$ cat src/hw/rtl/ffha_pkg.sv
// Shared types and constants of the first-fit heap allocator
`timescale 1ns / 1ps
package ffha_pkg;

  typedef enum logic [1:0] {
    ACT_ALLOC   = 2'd0,
    ACT_FREE    = 2'd1,
    ACT_REALLOC = 2'd2,
    ACT_NONE    = 2'd3
  } action_e;

  typedef enum logic [2:0] {
    CELL_HOLD,
    CELL_SET_FREE,
    CELL_CLR_FREE,
    CELL_WRITE,
    CELL_ABSORB,
    CELL_SHIFT
  } cell_op_e;

  typedef enum logic [2:0] {
    ST_IDLE,
    ST_FIND,
    ST_EXEC,
    ST_MERGE_R,
    ST_MERGE_L,
    ST_DONE
  } state_e;

  typedef struct packed {
    logic [15:0] start;
    logic [15:0] payload;
    logic        free;
  } cell_t;

  localparam logic [2:0] REG_HEAP_LIMIT = 3'd0;
  localparam logic [16:0] HEAP_LIMIT_RST = 17'd65536;

endpackage

$ cat src/hw/rtl/ffha_cell.sv
// One table entry: holds a block, matches requests, takes data from its right neighbor
`timescale 1ns / 1ps
module ffha_cell #(
  parameter int HEADER_BYTES = 24
) (
  input  logic                clk_i,
  input  logic                rst_ni,
  input  ffha_pkg::cell_op_e  op_i,
  input  logic                valid_i,
  input  logic [15:0]         wr_start_i,
  input  logic [15:0]         wr_payload_i,
  input  logic [15:0]         req_size_i,
  input  logic [15:0]         req_address_i,
  input  ffha_pkg::cell_t     right_i,
  output ffha_pkg::cell_t     cell_o,
  output logic                hit_used_o,
  output logic                hit_fit_o
);

  localparam logic [17:0] HDR = 18'(HEADER_BYTES);

  logic [15:0] start_q, start_d, payload_q, payload_d;
  logic        free_q, free_d;
  logic [17:0] sum;

  assign sum = 18'(payload_q) + HDR + 18'(right_i.payload);

  always_comb begin
    start_d   = start_q;
    payload_d = payload_q;
    free_d    = free_q;
    case (op_i)
      ffha_pkg::CELL_HOLD: ;
      ffha_pkg::CELL_SET_FREE: free_d = 1'b1;
      ffha_pkg::CELL_CLR_FREE: free_d = 1'b0;
      ffha_pkg::CELL_WRITE: begin
        start_d   = wr_start_i;
        payload_d = wr_payload_i;
        free_d    = 1'b0;
      end
      ffha_pkg::CELL_ABSORB: payload_d = (sum > 18'd65535) ? 16'hFFFF : sum[15:0];
      ffha_pkg::CELL_SHIFT: begin
        start_d   = right_i.start;
        payload_d = right_i.payload;
        free_d    = right_i.free;
      end
      default: ;
    endcase
  end

  always_ff @(posedge clk_i) begin
    start_q   <= start_d;
    payload_q <= payload_d;
  end

  always_ff @(posedge clk_i or negedge rst_ni) begin
    if (!rst_ni) begin
      free_q <= 1'b0;
    end else begin
      free_q <= free_d;
    end
  end

  assign cell_o     = '{start: start_q, payload: payload_q, free: free_q};
  assign hit_used_o = valid_i && !free_q &&
                      ((17'(start_q) + 17'(HEADER_BYTES)) == 17'(req_address_i));
  assign hit_fit_o  = valid_i && free_q && (payload_q >= req_size_i);

endmodule

$ cat config.mk
export PLATFORM = sky130hd
export DESIGN_NAME = ffha_cell
export DESIGN_NICKNAME = d
export VERILOG_FILES = /design/src/hw/rtl/ffha_pkg.sv /design/src/hw/rtl/ffha_cell.sv
export SDC_FILE = /design/constraint.sdc
export NUM_CORES = 1
export LEC_CHECK = 0
export BUFFER_PORTS_ARGS = -buffer_cell sky130_fd_sc_hd__clkbuf_2
export CAP_MARGIN = 15
export CORE_ASPECT_RATIO = 2
export CORE_MARGIN = 5
export CORE_UTILIZATION = 44
export DETAILED_ROUTE_END_ITERATION = 6
export GPL_TIMING_DRIVEN = 0
export PLACE_DENSITY_LB_ADDON = 0.15
export SLEW_MARGIN = 20
export SYNTH_ARGS = -nofsm -noshare
export SYNTH_HDL_FRONTEND = slang
export SYNTH_SLANG_ARGS = --single-unit
export TNS_END_PERCENT = 1
$ cat constraint.sdc
create_clock -name clk_i -period 6.1 [get_ports clk_i]
set_input_delay 0.61 -clock clk_i [delete_from_list [all_inputs] [get_ports clk_i]]
set_output_delay 0.61 -clock clk_i [all_outputs]
set_load 0.1 [all_outputs]
==> results.json <==
{
  "syn_to_final_growth_pct": 27.7,
  "drc_errors": 0,
  "cap_violations": 0,
  "clkSinkCount": 33,
  "ctsHoldBuffers": 0,
  "start_util_pct": 44.6,
  "post-synth-top-area-cell": "edfxtp_1",
  "yosysSeqAreaShare_pct": 28.1,
  "fin_crit_ns": 3.54,
  "netlist_area_um2": 3510,
  "cts_tree": "done",
  "postPlaceCellArea_um2": 4350,
  "finalSetupViolCount": 0,
  "grt_pass1_wl_um": 16100,
  "final_common_cell": "clkbuf_2",
  "cts_buffers": 5,
  "max_slew_margin_pct": 54.8,
  "cts.clk_slew.worst_paths_ns": 0.05,
  "synthCells": 371,
  "fp.dieW_um": 73.2,
  "period_share_pct": 58.1,
  "r2r_slack_ns": 3.01,
  "yosys.area.top_type_share_pct": 27.4,
  "yosysUniqueCellTypes": 56,
  "port_buffers": 137,
  "insertion_delay_ns": 0.28,
  "drtIter0Drc": 115,
  "postRouteAntennaNets": 0,
  "final_area_um2": 4490,
  "synth_area_leaders": "edfxtp_1, ha_1, mux2_2",
  "finalMaxSlewViolations": 0,
  "overflow": 0,
  "layout_setup_ws_ns": 2.56,
  "ys_ff_latch": 33,
  "worst-setup-path-type": "reg -> out",
  "crit_path_start_kind": "flip-flop",
  "required_ns": 5.49,
  "first_pass_iters": 4,
  "synth-main-ff-cell": "edfxtp_1",
  "hp-class": "in -> async",
  "drt_wl_total_um": 10400,
  "max_freq_mhz": 282,
  "ioPinCount": 138,
  "pre_cts_ws_ns": 2.79,
  "final_hold_viol_count": 0,
  "cts.repair.resized": 0,
  "cts-root-buf": "clkbuf_16",
  "postSynth.asyncResetShare_pct": 3.03,
  "vias": 3385,
  "core_area_um2": 7890,
  "clk_path_buf_depth": 2,
  "layout_common_cells": "clkbuf_2, ha_1, inv_1",
  "placement_rows": 46,
  "peakVddDrop_mv": 0.117,
  "grt_max_degree": 11,
  "drive_gt1_share_pct": 36.7,
  "finalClockSkew_ns": 0.00272,
  "routedWlPerCell_um": 16.9,
  "endpoint_kind": "output port",
  "finalNetCount": 669,
  "leakagePower_nw": 2.12,
  "die_area_um2": 9980,
  "grt_pass1_vias": 3473,
  "grt_use_total_pct": 21.1,
  "grt_setup_unrepaired": "false",
  "vias_per_cell": 5.51,
  "path_max_fanout": 5,
  "setup_tns_ns": 0,
  "syn_area_per_cell_um2": 9.47,
  "arrival_ns": 2.93,
  "powerDensity_nw_per_um2": 233,
  "htree_levels": 2,
  "status": "finished clean",
  "antennaDiodeCount": 0,
  "hpwl_um": 8860,
  "synth_edf_count": 32,
  "yosysWarnings": 0,
  "cts_setup_buffers": 0,
  "worstMarginPinSlew_ns": 0.673,
  "antenna_found_initial": 0,
  "synth_nets": 523,
  "fp.dieH_um": 136,
  "gp_congestion": 0.927
}
==> Yosys cell counts (2+ instances only) <==
cell type  count
a211oi_1       3
a21boi_0       2
a21o_1         9
a21oi_1       26
a21oi_2       10
a31oi_1        5
buf_2          3
buf_4          3
clkbuf_1       6
edfxtp_1      32
ha_1          48
inv_1         35
mux2_2        18
mux2i_1        5
nand2_1       18
nand2b_1       4
nand3_1        3
nand3b_1      15
nand4_1        4
nor2_1        15
nor2b_1        4
nor3_1         6
nor4_1         4
o211ai_1       7
o21a_1         6
o21ai_0       23
o31ai_1        2
xnor2_1       14
xor2_1        14
==> critical path, cell delays in order, from the launching register on <==
cell and delay [ns]:
edfxtp_1 0.42, inv_1 0.06, ha_1 0.30, xnor2_1 0.13, nor4_1 0.41, o2111a_1 0.29
o2111ai_1 0.17, a2111oi_2 0.36, clkbuf_2 0.51
==> final timing paths <==
kind	startpoint	to	depth (start not counted)
hold / removal	rst_ni	free_q	1
max in group asynchronous	rst_ni	free_q	1
min in group clk_i	op_i[1]	free_q	2
setup / recovery	start_q[3]	hit_used_o	8
setup reg to reg	payload_q[2]	payload_q[5]	9
hold reg to reg	free_q	free_q	2
==> per-stage QoR <==
stage | power (mW) | util (%) | std cells | hold slack, ns
floorplan | 0.690 | - | 371 | 0.314
global placement | 0.802 | 54.8 | 604 | 0.385
detailed placement | 0.813 | 55.2 | 606 | 0.386
CTS | 1.05 | 56.9 | 614 | 0.0889
global route | 1.11 | 56.9 | 614 | 0.0886
finish | 1.05 | 56.9 | 614 | 0.0997
==> power breakdown <==
group / leakage, nW / internal [mW] / total (mW) / switching (mW)
Clock: 0.0706 / 0.150 / 0.239 / 0.0890
Sequential: 0.313 / 0.277 / 0.299 / 0.0219
Combinational: 1.74 / 0.170 / 0.509 / 0.339
==> metal layers <==
layer  global-route usage [%]  up-vias  wire, um
li1                         -     1671         -
met1                     20.6     1556      3480
met2                     40.0      132      5840
met3                     2.74       26       604
met4                     12.6        0       428
met5                        0        -         0
==> flip-flops by register name (all words and copies together), names as in the netlist <==
register / flops
payload_q: 16
start_q: 16
free_q: 1
==> area by class of cell <==
class / count / area (um2)
tap: 96 / 120
clock inverter: 2 / 10.0
sequential: 33 / 986
clock buffer: 6 / 129
fill: 763 / 3400
timing repair buffer: 139 / 708
inverter: 35 / 131
multi-input combinational: 290 / 2330
buffer: 13 / 71.3
==> kinds of logic (layout without fill, tap and decap cells) <==
| kind of cell | count (synthesis) | count (layout) | share of synthesized area (%) |
|---|---|---|---|
| AO/OA/AOI/OAI | 109 | 109 | 21.0 |
| XOR/XNOR | 28 | 28 | 6.98 |
| adder cells (fa/ha/maj) | 49 | 49 | 17.7 |
| buffers and inverters | 48 | 195 | 5.77 |
| flip-flops | 33 | 33 | 28.1 |
| multiplexers | 23 | 23 | 7.19 |
| AND/OR/NAND/NOR | 81 | 81 | 13.3 |
Note: power is estimated with default switching activity, not from simulation.
